File: src/rtl/svpp_pkg.sv
// Shared types and constants for the servo status packet parser.
// No dependencies; every other file of the block imports this package.
package svpp_pkg;

	localparam logic [7:0] SYNC_BYTE    = 8'hFF;
	localparam logic [7:0] LEN_OVERHEAD = 8'd2;

	typedef enum logic [2:0] {
		KIND_NONE   = 3'd0,
		KIND_ARG    = 3'd1,
		KIND_GOOD   = 3'd2,
		KIND_BAD    = 3'd3,
		KIND_NORESP = 3'd4
	} kind_t;

	typedef enum logic [2:0] {
		CLS_DATA    = 3'b001,
		CLS_SYNC    = 3'b010,
		CLS_TIMEOUT = 3'b100
	} cls_t;

	typedef enum logic [6:0] {
		PH_START1 = 7'b0000001,
		PH_START2 = 7'b0000010,
		PH_ID     = 7'b0000100,
		PH_LEN    = 7'b0001000,
		PH_ERR    = 7'b0010000,
		PH_ARGS   = 7'b0100000,
		PH_CKSUM  = 7'b1000000
	} phase_t;

	typedef struct packed {
		logic [7:0] rx_byte;
		logic       no_byte;
		logic       discard;
	} in_item_t;

	typedef struct packed {
		kind_t      kind;
		logic [7:0] arg_byte;
		logic [7:0] arg_index;
		logic [7:0] servo_id;
		logic [7:0] error_flags;
		logic [7:0] arg_count;
	} out_item_t;

	// Classified item passed from the front end to the parser.
	typedef struct packed {
		cls_t       cls;
		logic [7:0] rx_byte;
		logic       discard;
	} work_t;

endpackage

File: src/rtl/svpp_front.sv
// Front end: classify each incoming item as data, sync byte or timeout.
// Depends on svpp_pkg.
module svpp_front import svpp_pkg::*; (
	input  in_item_t item,
	output work_t    work
);

	always_comb begin
		work.rx_byte = item.rx_byte;
		work.discard = item.discard;
		if (item.no_byte) begin
			work.cls = CLS_TIMEOUT;
		end else if (item.rx_byte == SYNC_BYTE) begin
			work.cls = CLS_SYNC;
		end else begin
			work.cls = CLS_DATA;
		end
	end

endmodule

File: src/rtl/svpp_queue.sv
// Small FIFO of classified items between front end and parser.
// Depends on svpp_pkg.
module svpp_queue import svpp_pkg::*; #(
	parameter int DEPTH = 4
) (
	input  logic  clk,
	input  logic  arst_n,
	input  logic  wr_en,
	input  work_t wr_data,
	output logic  full,
	input  logic  rd_en,
	output logic  rd_valid,
	output work_t rd_data
);

	localparam int PW = (DEPTH > 1) ? $clog2(DEPTH) : 1;
	localparam int CW = $clog2(DEPTH + 1);
	localparam logic [PW-1:0] LAST = PW'(DEPTH - 1);
	localparam logic [CW-1:0] FULL_COUNT = CW'(DEPTH);

	work_t         mem_q [DEPTH];
	logic [PW-1:0] wr_ptr_q;
	logic [PW-1:0] rd_ptr_q;
	logic [CW-1:0] count_q;

	assign full     = (count_q == FULL_COUNT);
	assign rd_valid = (count_q != '0);
	assign rd_data  = mem_q[rd_ptr_q];

	always_ff @(posedge clk) begin
		if (wr_en) begin
			mem_q[wr_ptr_q] <= wr_data;
		end
	end

	always_ff @(posedge clk or negedge arst_n) begin
		if (!arst_n) begin
			wr_ptr_q <= '0;
			rd_ptr_q <= '0;
			count_q  <= '0;
		end else begin
			if (wr_en) begin
				wr_ptr_q <= (wr_ptr_q == LAST) ? '0 : wr_ptr_q + 1'b1;
			end
			if (rd_en) begin
				rd_ptr_q <= (rd_ptr_q == LAST) ? '0 : rd_ptr_q + 1'b1;
			end
			if (wr_en && !rd_en) begin
				count_q <= count_q + 1'b1;
			end else if (rd_en && !wr_en) begin
				count_q <= count_q - 1'b1;
			end
		end
	end

endmodule

File: src/rtl/svpp_back.sv
// Back end: packet parser state machine and the result register.
// Depends on svpp_pkg.
module svpp_back import svpp_pkg::*; (
	input  logic      clk,
	input  logic      arst_n,
	input  logic      work_valid,
	input  work_t     work,
	output logic      work_take,
	output logic      empty,
	input  logic      pop,
	output out_item_t result
);

	phase_t     phase_q, phase_d;
	logic [7:0] seen_q, seen_d;
	logic [7:0] expected_q, expected_d;
	logic [7:0] sum_q, sum_d;
	logic [7:0] id_q, id_d;
	logic [7:0] err_q, err_d;
	logic [7:0] seen_inc;
	out_item_t  res_d;
	out_item_t  res_q;
	logic       res_valid_q;

	// Advance when an item waits and the result slot is free or being drained.
	assign work_take = work_valid && (!res_valid_q || pop);
	assign empty     = !res_valid_q;
	assign result    = res_q;
	assign seen_inc  = seen_q + 8'd1;

	always_comb begin
		phase_d    = phase_q;
		seen_d     = seen_q;
		expected_d = expected_q;
		sum_d      = sum_q;
		id_d       = id_q;
		err_d      = err_q;
		res_d.kind      = KIND_NONE;
		res_d.arg_byte  = '0;
		res_d.arg_index = '0;
		if (work.cls == CLS_TIMEOUT) begin
			if (phase_q == PH_START1) begin
				res_d.kind = KIND_NORESP;
			end
		end else begin
			case (phase_q)
				PH_START2: begin
					if (work.cls == CLS_SYNC) begin
						phase_d = PH_ID;
					end
				end
				PH_ID: begin
					id_d    = work.rx_byte;
					sum_d   = work.rx_byte;
					phase_d = PH_LEN;
				end
				PH_LEN: begin
					expected_d = work.rx_byte - LEN_OVERHEAD;
					sum_d      = sum_q + work.rx_byte;
					phase_d    = PH_ERR;
				end
				PH_ERR: begin
					err_d   = work.rx_byte;
					sum_d   = sum_q + work.rx_byte;
					seen_d  = '0;
					phase_d = (expected_q != '0) ? PH_ARGS : PH_CKSUM;
				end
				PH_ARGS: begin
					res_d.kind      = KIND_ARG;
					res_d.arg_byte  = work.rx_byte;
					res_d.arg_index = seen_q;
					sum_d           = sum_q + work.rx_byte;
					seen_d          = seen_inc;
					if (seen_inc == expected_q) begin
						phase_d = PH_CKSUM;
					end
				end
				PH_CKSUM: begin
					if (work.discard || (~sum_q == work.rx_byte)) begin
						res_d.kind = KIND_GOOD;
					end else begin
						res_d.kind = KIND_BAD;
					end
					phase_d = PH_START1;
				end
				default: begin
					// Hunting the first start byte; stray codes fall here too.
					phase_d = (work.cls == CLS_SYNC) ? PH_START2 : PH_START1;
				end
			endcase
		end
		res_d.servo_id    = id_d;
		res_d.error_flags = err_d;
		res_d.arg_count   = expected_d;
	end

	always_ff @(posedge clk or negedge arst_n) begin
		if (!arst_n) begin
			phase_q     <= PH_START1;
			seen_q      <= '0;
			expected_q  <= '0;
			sum_q       <= '0;
			id_q        <= '0;
			err_q       <= '0;
			res_valid_q <= 1'b0;
		end else begin
			if (work_take) begin
				phase_q     <= phase_d;
				seen_q      <= seen_d;
				expected_q  <= expected_d;
				sum_q       <= sum_d;
				id_q        <= id_d;
				err_q       <= err_d;
				res_valid_q <= 1'b1;
			end else if (pop) begin
				res_valid_q <= 1'b0;
			end
		end
	end

	always_ff @(posedge clk) begin
		if (work_take) begin
			res_q <= res_d;
		end
	end

endmodule

File: src/rtl/servo_status_packet_parser_core.sv
// Top level of the servo status packet parser.
// Depends on svpp_pkg, svpp_front, svpp_queue and svpp_back.
//
// Usage:
//   Input channel (push/full, payload item): one received serial byte per
//   item, or a timeout event (no_byte set). discard selects echo mode, in
//   which the checksum byte always yields a "packet good" verdict.
//   Result channel (empty/pop, payload result): exactly one result per item,
//   in order: nothing, argument byte, packet good, checksum mismatch or no
//   response, together with the id, error byte and argument count held from
//   the latest header.
// Path: an item accepted into an idle block is written into the queue,
//   then taken by the parser into the result register, where it shows
//   and the earliest pop can take it.
// Throughput: one item per cycle while each result is popped as it shows.
// Stall: when pop is held low the result register holds, the parser stops,
//   and up to QUEUE_DEPTH items collect in the queue before full rises.
// Reset: arst_n clears the queue, the result valid flag and the parser; the
//   parser restarts hunting the first start byte with all held fields zero.
module servo_status_packet_parser_core import svpp_pkg::*; #(
	parameter int QUEUE_DEPTH = 4
) (
	input  logic      clk,
	input  logic      arst_n,
	input  logic      push,
	output logic      full,
	input  in_item_t  item,
	output logic      empty,
	input  logic      pop,
	output out_item_t result
);

	work_t fe_work;
	work_t q_work;
	logic  q_valid;
	logic  q_take;
	logic  accept;

	// Take an item whenever the queue has room.
	assign accept = push && !full;

	svpp_front u_front (
		.item (item),
		.work (fe_work)
	);

	svpp_queue #(
		.DEPTH (QUEUE_DEPTH)
	) u_queue (
		.clk      (clk),
		.arst_n   (arst_n),
		.wr_en    (accept),
		.wr_data  (fe_work),
		.full     (full),
		.rd_en    (q_take),
		.rd_valid (q_valid),
		.rd_data  (q_work)
	);

	svpp_back u_back (
		.clk        (clk),
		.arst_n     (arst_n),
		.work_valid (q_valid),
		.work       (q_work),
		.work_take  (q_take),
		.empty      (empty),
		.pop        (pop),
		.result     (result)
	);

endmodule

File: config.mk
export PLATFORM = sky130hd
export DESIGN_NAME = servo_status_packet_parser_core
export DESIGN_NICKNAME = d
export VERILOG_FILES = /design/src/rtl/svpp_pkg.sv /design/src/rtl/svpp_front.sv /design/src/rtl/svpp_queue.sv /design/src/rtl/svpp_back.sv /design/src/rtl/servo_status_packet_parser_core.sv
export SDC_FILE = /design/constraint.sdc
export NUM_CORES = 1
export LEC_CHECK = 0
export BUFFER_PORTS_ARGS = -buffer_cell sky130_fd_sc_hd__buf_2
export CORE_MARGIN = 1.5
export CORE_UTILIZATION = 45
export CTS_CLUSTER_SIZE = 40
export DETAILED_ROUTE_END_ITERATION = 7
export PLACE_DENSITY = 0.66
export SYNTH_ARGS = -nofsm -noshare
export SYNTH_HDL_FRONTEND = slang
export SYNTH_SLANG_ARGS = --single-unit
File: constraint.sdc
create_clock -name clk -period 9.2 [get_ports clk]
set_clock_uncertainty 0.2 [all_clocks]
set_input_delay 0.92 -clock clk [delete_from_list [all_inputs] [get_ports clk]]
set_output_delay 0.92 -clock clk [all_outputs]
set_load 0.005 [all_outputs]
**After elaboration in Yosys (flattened, before gate mapping)**

Memories as Yosys holds them, arrays and structs flattened.
Cells that the tools add are included.

- Flip-flop bits (word level): 98
- Bits in writable memories: 48
- Input bits: 14
- Output and inout bits: 45
- Logic and storage cells: 92
- Memories kept: 1

Memories:

| name | depth | bits a word | read ports | clocked after Yosys merged registers in | write ports | line | source |
|---|---|---|---|---|---|---|---|
| u_queue.mem_q | 4 | 12 | 1 | 0 | 1 | svpp_queue.sv:21 | `work_t mem_q [DEPTH];` |

- Add/sub/neg operators: 7
- Eq/ne operators: 17
- Multiplexer cells: 27
- Bitwise gates (word level): 3
- Reduce and logical (&&, ||, !) cells: 21

Operators by type and width:

| operator | count |
|---|---|
| 8-bit 2-to-1 mux | 6 |
| 7-bit one-hot mux with 6 select lines | 1 |
| 8-bit one-hot mux with 2 select lines | 2 |
| 7-bit 2-to-1 mux | 3 |
| 8-bit == test | 2 |
| 3-bit 2-to-1 mux | 5 |
| 8-bit by 1-bit adder with 8-bit output, second input constant | 1 |
| 8-bit adder | 1 |
| 8-bit == test, second input constant | 1 |
| 2-bit 2-to-1 mux | 4 |
| 8-bit NOT | 1 |
| 2-bit nonzero test | 4 |
| 8-bit nonzero test | 1 |
| 8-bit by 2-bit subtractor with 8-bit output, second input constant | 1 |
| 7-bit by 1-bit == test with 1-bit output, second input constant | 1 |
| 7-bit by 2-bit == test with 1-bit output, second input constant | 1 |
| 7-bit by 3-bit == test with 1-bit output, second input constant | 1 |
| 7-bit by 4-bit == test with 1-bit output, second input constant | 1 |
| 7-bit by 5-bit == test with 1-bit output, second input constant | 1 |
| 7-bit by 6-bit == test with 1-bit output, second input constant | 1 |
| 7-bit == test, second input constant | 1 |
| 3-bit == test, second input constant | 2 |
| 3-bit one-hot mux with 2 select lines | 1 |
| 3-bit AND reduction | 2 |
| 15 further kinds | 30 |

**Logic depth before layout (Yosys ltp)**

Gate-level depths: netlist of the first run.

- Word-level depth: 7
- Mapped depth: 12
- Gate-level depth less buffers: 10

**Modules after synthesis**

From an unflattened synthesis of the first run, not the netlist that was laid out.

- Cell total of the unflattened synthesis: 537
- Area, all modules: 6856.6 um^2

Modules (own cells, without submodules):

| module | times used | cells an instance | area each (um^2) | sequential area each (um^2) |
|---|---|---|---|---|
| svpp_back | 1 | 422 | 4559.4 | 2493.6 |
| svpp_queue | 1 | 100 | 2177.1 | 1616.6 |
| svpp_front | 1 | 14 | 106.4 | 0.0 |
| servo_status_packet_parser_core | 1 | 1 | 13.8 | 0.0 |

**Worst setup path before layout of the first run**

No wires, ideal clock.

- Path kind: input -> register
- Start point: input port pop
- End point: register u_back.seen_q[0]
- Setup time: 126 ps
- Arrival time: 3118 ps
- Data required time: 8874 ps
- Slack: 5756 ps
- Stages: 8
- Path buffers: 1
- Path through: inv_1 a21o_1 buf_2 inv_1 nand2_4 nor2_1 o21ai_0 a221o_1

- Cells in the longest elaborated chain, start to end: 3

RTL lines:

| element | line | source |
|---|---|---|
| start, declared | servo_status_packet_parser_core.sv:29 | `input logic pop,` |
| 1-bit logical OR | svpp_back.sv:26 | `assign work_take = work_valid && (!res_valid_q \|\| pop);` |
| 1-bit logical AND | svpp_back.sv:26 |  |
| net q_take | servo_status_packet_parser_core.sv:36 | `logic q_take;` |
| 3-bit AND reduction (no source line) | - |  |
| end signal, assigned | svpp_back.sv:109 | `seen_q <= seen_d;` |
| end, declared | svpp_back.sv:15 | `logic [7:0] seen_q, seen_d;` |

The timed path passes the listed nets, and every way through them passes these cells.
A chain may end at the register's enable or synchronous reset.

**Worst setup path in the final report of the first run**

- Start point: register u_queue.rd_ptr_q[0]
- End point: register u_back.sum_q[7]

- Cells in the longest elaborated chain, start to end: 4
- Elaborated cells on any way between the ends: 6

RTL lines:

| element | line | source |
|---|---|---|
| start, declared | svpp_queue.sv:23 | `logic [PW-1:0] rd_ptr_q;` |
| start signal, assigned | svpp_queue.sv:46 | `rd_ptr_q <= (rd_ptr_q == LAST) ? '0 : rd_ptr_q + 1'b1;` |
| memory 4 x 12 bit (*) | - |  |
| parallel branches: the longest is 3 deep, another holds 8-bit adder | - |  |
| end signal, assigned | svpp_back.sv:111 | `sum_q <= sum_d;` |
| end, declared | svpp_back.sv:17 | `logic [7:0] sum_q, sum_d;` |

Mark *: on every way between the ends.

==> impl_metrics.env, run 1 <==
export IMPL_setup_violations=0
export IMPL_grt_total_usage_pct=18.6
export IMPL_criticalPathCategory="reg -> reg"
export IMPL_netlist_area_leader_share_pct=39.4
export IMPL_drt_iter0_drc=377
export IMPL_worst_pin_slew_ns=1.04
export IMPL_wire_per_inst_um=17.3
export IMPL_floorplan_initialDensity_pct=45.8
export IMPL_grt_ovfl_total=0
export IMPL_antenna_violations_before_repair=0
export IMPL_seqCellArea_um2=4110
export IMPL_drive_above_1_share_pct=25.9
export IMPL_drv_cap=0
export IMPL_p_leak_nw=3.27
export IMPL_syn_cell_area_um2=6940
export IMPL_ys_flop_type="sky130_fd_sc_hd__edfxtp_1"
export IMPL_post_synth_inst_count=542
export IMPL_reg2reg_slack_ns=5.50
export IMPL_pin_count=59
export IMPL_postSynthAreaPerCell_um2=12.8
export IMPL_h_tree_depth=4
export IMPL_avgViaCountPerCell=5.55
export IMPL_cts_sinks=146
export IMPL_final_sum_of_negative_setup_slack_ns=0
export IMPL_worst_hold_path_type="reg -> reg"
export IMPL_crit_reg2reg_capture="u_back.sum_q[7]"
export IMPL_busiest_layer="met2"
export IMPL_synth_net_count=573
export IMPL_crit_arrival_ns=3.80
export IMPL_rsz0062_at_grt="false"
export IMPL_tritoncts="yes"
export IMPL_finalCriticalPeriod_ns=3.70
export IMPL_place_ws_ns=5.30
export IMPL_drc=0
export IMPL_yosysMostFrequentCell="sky130_fd_sc_hd__edfxtp_1"
export IMPL_multi_input_area_um2=2630
export IMPL_ys_warn_count=0
export IMPL_hold_viol_final=0
export IMPL_die_area_um2=16200
export IMPL_timing_final_crit_share_pct=40.2
export IMPL_post_dp_hpwl_um=9320
export IMPL_slew_viol_final=0
export IMPL_buffer_ports_inserted=58
export IMPL_grt_pass1_vias=4378
export IMPL_grt_max_degree=56
export IMPL_worst_r2r_startpoint="u_queue.rd_ptr_q[0]"
export IMPL_synth_cell_types=61
export IMPL_synth_largest_area_cell="sky130_fd_sc_hd__edfxtp_1"
export IMPL_detailed_routing_iterations_pass_1=5
export IMPL_clkLatencyLatePin_ns=0.42
export IMPL_fin_cells=794
export IMPL_fin_util_pct=52.7
export IMPL_postCtsSetupBuffers=0
export IMPL_gr_usage_met2_pct=28.9
export IMPL_wirelength_um=13800
export IMPL_fillCellCount=1270
export IMPL_post_synth_main_area_contributors="sky130_fd_sc_hd__edfxtp_1 (39%), sky130_fd_sc_hd__dfrtp_1 (19%), sky130_fd_sc_hd__mux2_2 (6.0%)"
export IMPL_r2r_worst_path_cells=8
export IMPL_number_of_flip_flops_and_latches_in_the_synthesized_netlist=146
export IMPL_status="finished, final reports clean"
export IMPL_max_clock_freq_ghz=0.270
export IMPL_gr_usage_met3_pct=4.27
export IMPL_setup_worst_path_start="u_queue.rd_ptr_q[0]"
export IMPL_die_h_um=127
export IMPL_num_vias=4406
export IMPL_timing_critical_path_to="u_back.sum_q[7]"
export IMPL_worstSetupStartpointType="flop"
export IMPL_tritoncts_num_buffers=17
export IMPL_nature_of_the_critical_path_endpoint="flop"
export IMPL_critical_path_peak_fanout=15
export IMPL_finalWorstSetupSlack_ns=5.50
export IMPL_cts_clk_slew_worst_paths_ns=0.06
export IMPL_clockRootBuffer="sky130_fd_sc_hd__clkbuf_16"
export IMPL_cts_hold_repair_buffers=0
export IMPL_synth_seq_area_share_pct=59.2
export IMPL_ir_drop_uv=154
export IMPL_placementRows=45
export IMPL_width_of_the_die_um=127
export IMPL_clock_path_buffers=2
export IMPL_async_flop_share_pct=37.7
export IMPL_met1_usage_pct=25.6
export IMPL_count_of_flip_flops_with_a_built_in_enable_after_synthesis=91
export IMPL_post_place_cells=762
export IMPL_required_ns=9.31
export IMPL_grt_pass1_wl_um=23100
export IMPL_cts_resized=0
export IMPL_final_net_count=624
export IMPL_antenna_cells=0
export IMPL_flow_area_growth_from_synthesis_pct=15.0
export IMPL_power_per_cell_area_nw_per_um2=321
export IMPL_synth_commonest_cells="sky130_fd_sc_hd__edfxtp_1 (91), sky130_fd_sc_hd__dfrtp_1 (54), sky130_fd_sc_hd__nand2_1 (43)"
export IMPL_worst_max_slew_margin_expressed_relative_to_the_limit_pct=30.8
export IMPL_core_area_um2=15100
export IMPL_globalplace_congestion=0.926
export IMPL_drtAntennaViolNets=0
[metrics by stage]
step	total power, mW	area (um^2)	hold slack (ns)
after CTS	2.58	7980	0.288
after detailed placement	1.85	7350	0.278
after global placement	1.82	7350	0.274
final	2.56	7980	0.283
after global routing	2.74	7980	0.325
after floorplan	1.61	6940	0.256
[power breakdown]
group / leakage, nW / switching [mW] / internal (mW)
combinational: 1.37 / 0.473 / 0.344
sequential: 1.59 / 0.123 / 0.895
clock: 0.310 / 0.273 / 0.456
total: 3.27 / 0.869 / 1.70
[cell usage in the layout, fill, tap and decap left out, types with 4 or more instances in the layout]
cell type | Yosys | layout
sky130_fd_sc_hd__a31oi_1 | 7 | 7
sky130_fd_sc_hd__bufinv_16 | 0 | 4
sky130_fd_sc_hd__o21ai_0 | 23 | 23
sky130_fd_sc_hd__nand2_1 | 43 | 43
sky130_fd_sc_hd__mux2_2 | 37 | 37
sky130_fd_sc_hd__buf_2 | 6 | 58
sky130_fd_sc_hd__a21oi_1 | 25 | 25
sky130_fd_sc_hd__xor2_1 | 11 | 11
sky130_fd_sc_hd__xnor2_1 | 9 | 9
sky130_fd_sc_hd__ha_1 | 15 | 15
sky130_fd_sc_hd__edfxtp_1 | 91 | 91
sky130_fd_sc_hd__a21o_1 | 6 | 6
sky130_fd_sc_hd__nand3_1 | 6 | 6
sky130_fd_sc_hd__and2_1 | 17 | 17
sky130_fd_sc_hd__nor3_2 | 4 | 4
sky130_fd_sc_hd__a211oi_1 | 5 | 5
sky130_fd_sc_hd__clkbuf_16 | 0 | 17
sky130_fd_sc_hd__nor3_1 | 9 | 9
sky130_fd_sc_hd__mux4_2 | 12 | 12
sky130_fd_sc_hd__inv_1 | 18 | 17
sky130_fd_sc_hd__inv_6 | 0 | 4
sky130_fd_sc_hd__nor4_1 | 6 | 6
sky130_fd_sc_hd__dfrtp_1 | 54 | 54
sky130_fd_sc_hd__nand4_1 | 6 | 6
sky130_fd_sc_hd__nor2_1 | 42 | 42
sky130_fd_sc_hd__clkinv_4 | 0 | 4
sky130_fd_sc_hd__and3_1 | 8 | 8
sky130_fd_sc_hd__nor2b_1 | 5 | 5
[final cells by class]
type / instances / area share (%)
flip-flops and latches: 146 / 51.5
multi-input cells: 349 / 32.9
clock buffers: 17 / 5.33
repair buffers: 61 / 3.92
well taps: 188 / 2.95
clock inverters: 15 / 2.56
inverters: 18 / 0.847
[worst max-delay path, cell delays in order (launching register included)]
cell and delay (ns):
sky130_fd_sc_hd__dfrtp_1 0.87, sky130_fd_sc_hd__mux4_2 0.72, sky130_fd_sc_hd__ha_1 0.41, sky130_fd_sc_hd__a21o_1 0.20, sky130_fd_sc_hd__a221oi_1 0.36, sky130_fd_sc_hd__o21ai_0 0.26
sky130_fd_sc_hd__mux2i_1 0.20, sky130_fd_sc_hd__nand2_1 0.07, sky130_fd_sc_hd__a22o_1 0.28
[routing by layer]
layer  vias up  routed length (um)
met3        25                 487
met2       119                6410
met5         -                   0
met1      2168                6610
met4         0                 243
li1       2094                   -
[how the worst min path moves through the flow]
stage	startpoint	to	slack, ns	cells after the start
floorplan	u_queue.count_q[2]	u_queue.count_q[2]	0.26	1
global placement	u_queue.count_q[2]	u_queue.count_q[2]	0.27	1
detailed placement	u_queue.count_q[2]	u_queue.count_q[2]	0.28	1
CTS	u_queue.count_q[2]	u_queue.count_q[2]	0.29	1
global route	u_back.err_q[6]	u_back.err_q[6]	0.32	1
finish	u_queue.count_q[2]	u_queue.count_q[2]	0.28	1
[flip-flops by register name, summed over array words and instances (netlist names)]
register            flops
u_queue.wr_ptr_q        2
u_back.id_q             8
u_back.res_valid_q      1
u_back.expected_q       8
u_queue.mem_q          48
u_back.phase_q          7
u_queue.count_q         3
u_queue.rd_ptr_q        2
u_back.sum_q            8
u_back.seen_q           8
u_back.err_q            8
u_back.result          43
[cell families (layout without fill, tap and decap cells)]
kind of cell	count (synthesis)	after routing	share of synthesized area, %
AND/OR/NAND/NOR	170	170	13.6
flip-flops	146	146	59.2
buffers and inverters	47	111	2.97
XOR/XNOR	20	20	2.52
AO/OA/AOI/OAI	90	90	8.08
multiplexers	52	52	10.3
adder cells (fa/ha/maj)	17	17	3.28
Power figures use the tool's default switching activity.
==> run 2, diff against run 1 <==
Clock period 9.2 ns to 3.64 ns, I/O delays scaled along.
==> run 2 against run 1 <==
Against the previous run: critical path depth decreased by 2; largest cell class unchanged; total power increased to 2.5 times the previous value; count of clock-buffer cells in the layout increased by 5; utilization increased by 1.2 points; highest routed layer unchanged.
==> impl_metrics.env, run 2 (synthesized netlist as in run 1, its figures left out) <==
export IMPL_status="finished, final reports clean"
export IMPL_pin_count=59
export IMPL_p_sw_mw=2.19
export IMPL_worst_pin_slew_ns=1.04
export IMPL_flow_area_growth_from_synthesis_pct=17.6
export IMPL_final_net_count=646
export IMPL_setup_violations=0
export IMPL_core_area_um2=15100
export IMPL_slew_viol_final=0
export IMPL_regMostFlops="u_queue.mem_q"
export IMPL_grt_total_usage_pct=18.3
export IMPL_max_clock_freq_ghz=0.296
export IMPL_final_sum_of_negative_setup_slack_ns=0
export IMPL_place_ws_ns=0.272
export IMPL_drtAntennaViolNets=0
export IMPL_criticalPathCategory="reg -> reg"
export IMPL_nature_of_the_critical_path_endpoint="flop"
export IMPL_postCtsSetupBuffers=0
export IMPL_width_of_the_die_um=127
export IMPL_cts_clk_slew_worst_paths_ns=0.06
export IMPL_placementRows=45
export IMPL_avgViaCountPerCell=5.52
export IMPL_h_tree_depth=4
export IMPL_globalplace_congestion=0.842
export IMPL_mostFrequentLayoutCells="sky130_fd_sc_hd__edfxtp_1 (91), sky130_fd_sc_hd__buf_2 (58), sky130_fd_sc_hd__dfrtp_1 (54)"
export IMPL_cts_sinks=146
export IMPL_grt_ovfl_total=0
export IMPL_wirelength_um=13700
export IMPL_power_share_clock_pct=27.4
export IMPL_p_leak_nw=3.36
export IMPL_clock_path_buffers=2
export IMPL_num_vias=4508
export IMPL_swShare_pct=33.7
export IMPL_crit_arrival_ns=3.48
export IMPL_drive_above_1_share_pct=26.6
export IMPL_detailed_routing_iterations_pass_1=4
export IMPL_post_dp_hpwl_um=9320
export IMPL_critical_path_peak_fanout=15
export IMPL_internal_power_mw=4.31
export IMPL_tritoncts_num_buffers=17
export IMPL_largest_register_ffs=48
export IMPL_tritoncts="yes"
export IMPL_clkLatencyLatePin_ns=0.42
export IMPL_timing_final_crit_share_pct=92.7
export IMPL_worst_hold_path_type="in -> reg"
export IMPL_hold_viol_final=0
export IMPL_combinationalPowerShare_pct=33.4
export IMPL_worst_max_slew_margin_expressed_relative_to_the_limit_pct=30.4
export IMPL_rsz0062_at_grt="false"
export IMPL_fin_util_pct=53.9
export IMPL_buffer_ports_inserted=58
export IMPL_antenna_violations_before_repair=0
export IMPL_drc=0
export IMPL_die_h_um=127
export IMPL_mostFrequentLayoutCell="sky130_fd_sc_hd__edfxtp_1"
export IMPL_antenna_cells=0
export IMPL_worstSetupStartpointType="flop"
export IMPL_power_per_cell_area_nw_per_um2=797
export IMPL_drv_cap=0
export IMPL_required_ns=3.74
export IMPL_finalWorstSetupSlack_ns=0.266
export IMPL_worst_hold_slack_ns=0.240
export IMPL_grt_pass1_wl_um=22800
export IMPL_power_frac_seq_pct=39.2
export IMPL_ir_drop_uv=453
export IMPL_grt_max_degree=47
export IMPL_grt_pass1_vias=4448
export IMPL_drt_iter0_drc=404
export IMPL_floorplan_initialDensity_pct=45.8
export IMPL_finalCriticalPeriod_ns=3.37
export IMPL_clockRootBuffer="sky130_fd_sc_hd__clkbuf_16"
export IMPL_wire_per_inst_um=16.8
export IMPL_die_area_um2=16200
[run 2: cell types whose count changed in the layout (fill, tap and decap cells not counted)]
cell,before,now
sky130_fd_sc_hd__buf_4,3,13
sky130_fd_sc_hd__dlygate4sd3_1,0,12
sky130_fd_sc_hd__clkbuf_16,17,18
sky130_fd_sc_hd__clkbuf_8,0,3
sky130_fd_sc_hd__clkinv_1,1,0
sky130_fd_sc_hd__clkinvlp_4,0,1
sky130_fd_sc_hd__clkinv_4,4,3
sky130_fd_sc_hd__clkbuf_1,0,1
sky130_fd_sc_hd__inv_6,4,2
sky130_fd_sc_hd__bufinv_16,4,2
[run 2: repair_timing]
item | 4_1_cts | 5_1_grt
endpoints found under the hold margin | 81 | 0
resized for setup | 0 | 0
hold buffers | 12 | 0
[run 2: worst max-delay path, cell delays in order, from the launching register on]
cell and delay (ns):
sky130_fd_sc_hd__dfrtp_1 0.62, sky130_fd_sc_hd__buf_4 0.24, sky130_fd_sc_hd__mux4_2 0.52, sky130_fd_sc_hd__nor3b_4 0.24
sky130_fd_sc_hd__nor4b_4 0.72, sky130_fd_sc_hd__nand2_2 0.34, sky130_fd_sc_hd__mux2_2 0.36
[run 2: power groups by stage]
stage	Combinational (mW)	Clock, mW	Sequential (mW)
5_1_grt	2.42	1.88	2.61
2_1_floorplan	1.59	0	2.48
4_1_cts	2.18	1.82	2.55
6_report	2.17	1.78	2.55
3_5_place_dp	2.16	0	2.58
3_3_place_gp	2.10	0	2.56
[run 2: layout make-up]
type / count / area (um^2)
inverter: 18 / 67.6
multi-input combinational: 349 / 2630
timing repair buffer: 83 / 508
fill: 1235 / 6980
tap: 188 / 235
sequential: 146 / 4110
clock inverter: 10 / 121
clock buffer: 22 / 495
[run 2: worst paths after layout]
kind	start	to	slack, ns	cells past startpoint
worst max-delay path	u_queue.rd_ptr_q[0]	u_back.expected_q[7]	0.27	6
worst min-delay path	push	u_queue.wr_ptr_q[1]	0.24	4
worst max register to register	u_queue.rd_ptr_q[0]	u_back.expected_q[7]	0.27	6
worst min register to register	u_queue.count_q[2]	u_queue.count_q[2]	0.28	1
max in group asynchronous	arst_n	u_back.id_q[3]	1.99	3
min in group asynchronous	arst_n	u_back.seen_q[5]	0.47	2
[run 2: metal layers]
layer | vias to the layer above | track usage, % | part of all wire, %
met5 | - | 0 | 0
met4 | 0 | 6.28 | 0.77
met3 | 11 | 4.61 | 4.6
met2 | 121 | 29.8 | 48
met1 | 2229 | 24.2 | 47
li1 | 2147 | - | -
[run 2: stage by stage]
| step | power, mW | std cells | instance area [um^2] |
|---|---|---|---|
| after global routing | 6.92 | 816 | 8160 |
| after CTS | 6.55 | 816 | 8160 |
| final | 6.50 | 816 | 8160 |
| after global placement | 4.66 | 772 | 7430 |
| after detailed placement | 4.74 | 772 | 7430 |
| after floorplan | 4.07 | 542 | 6940 |
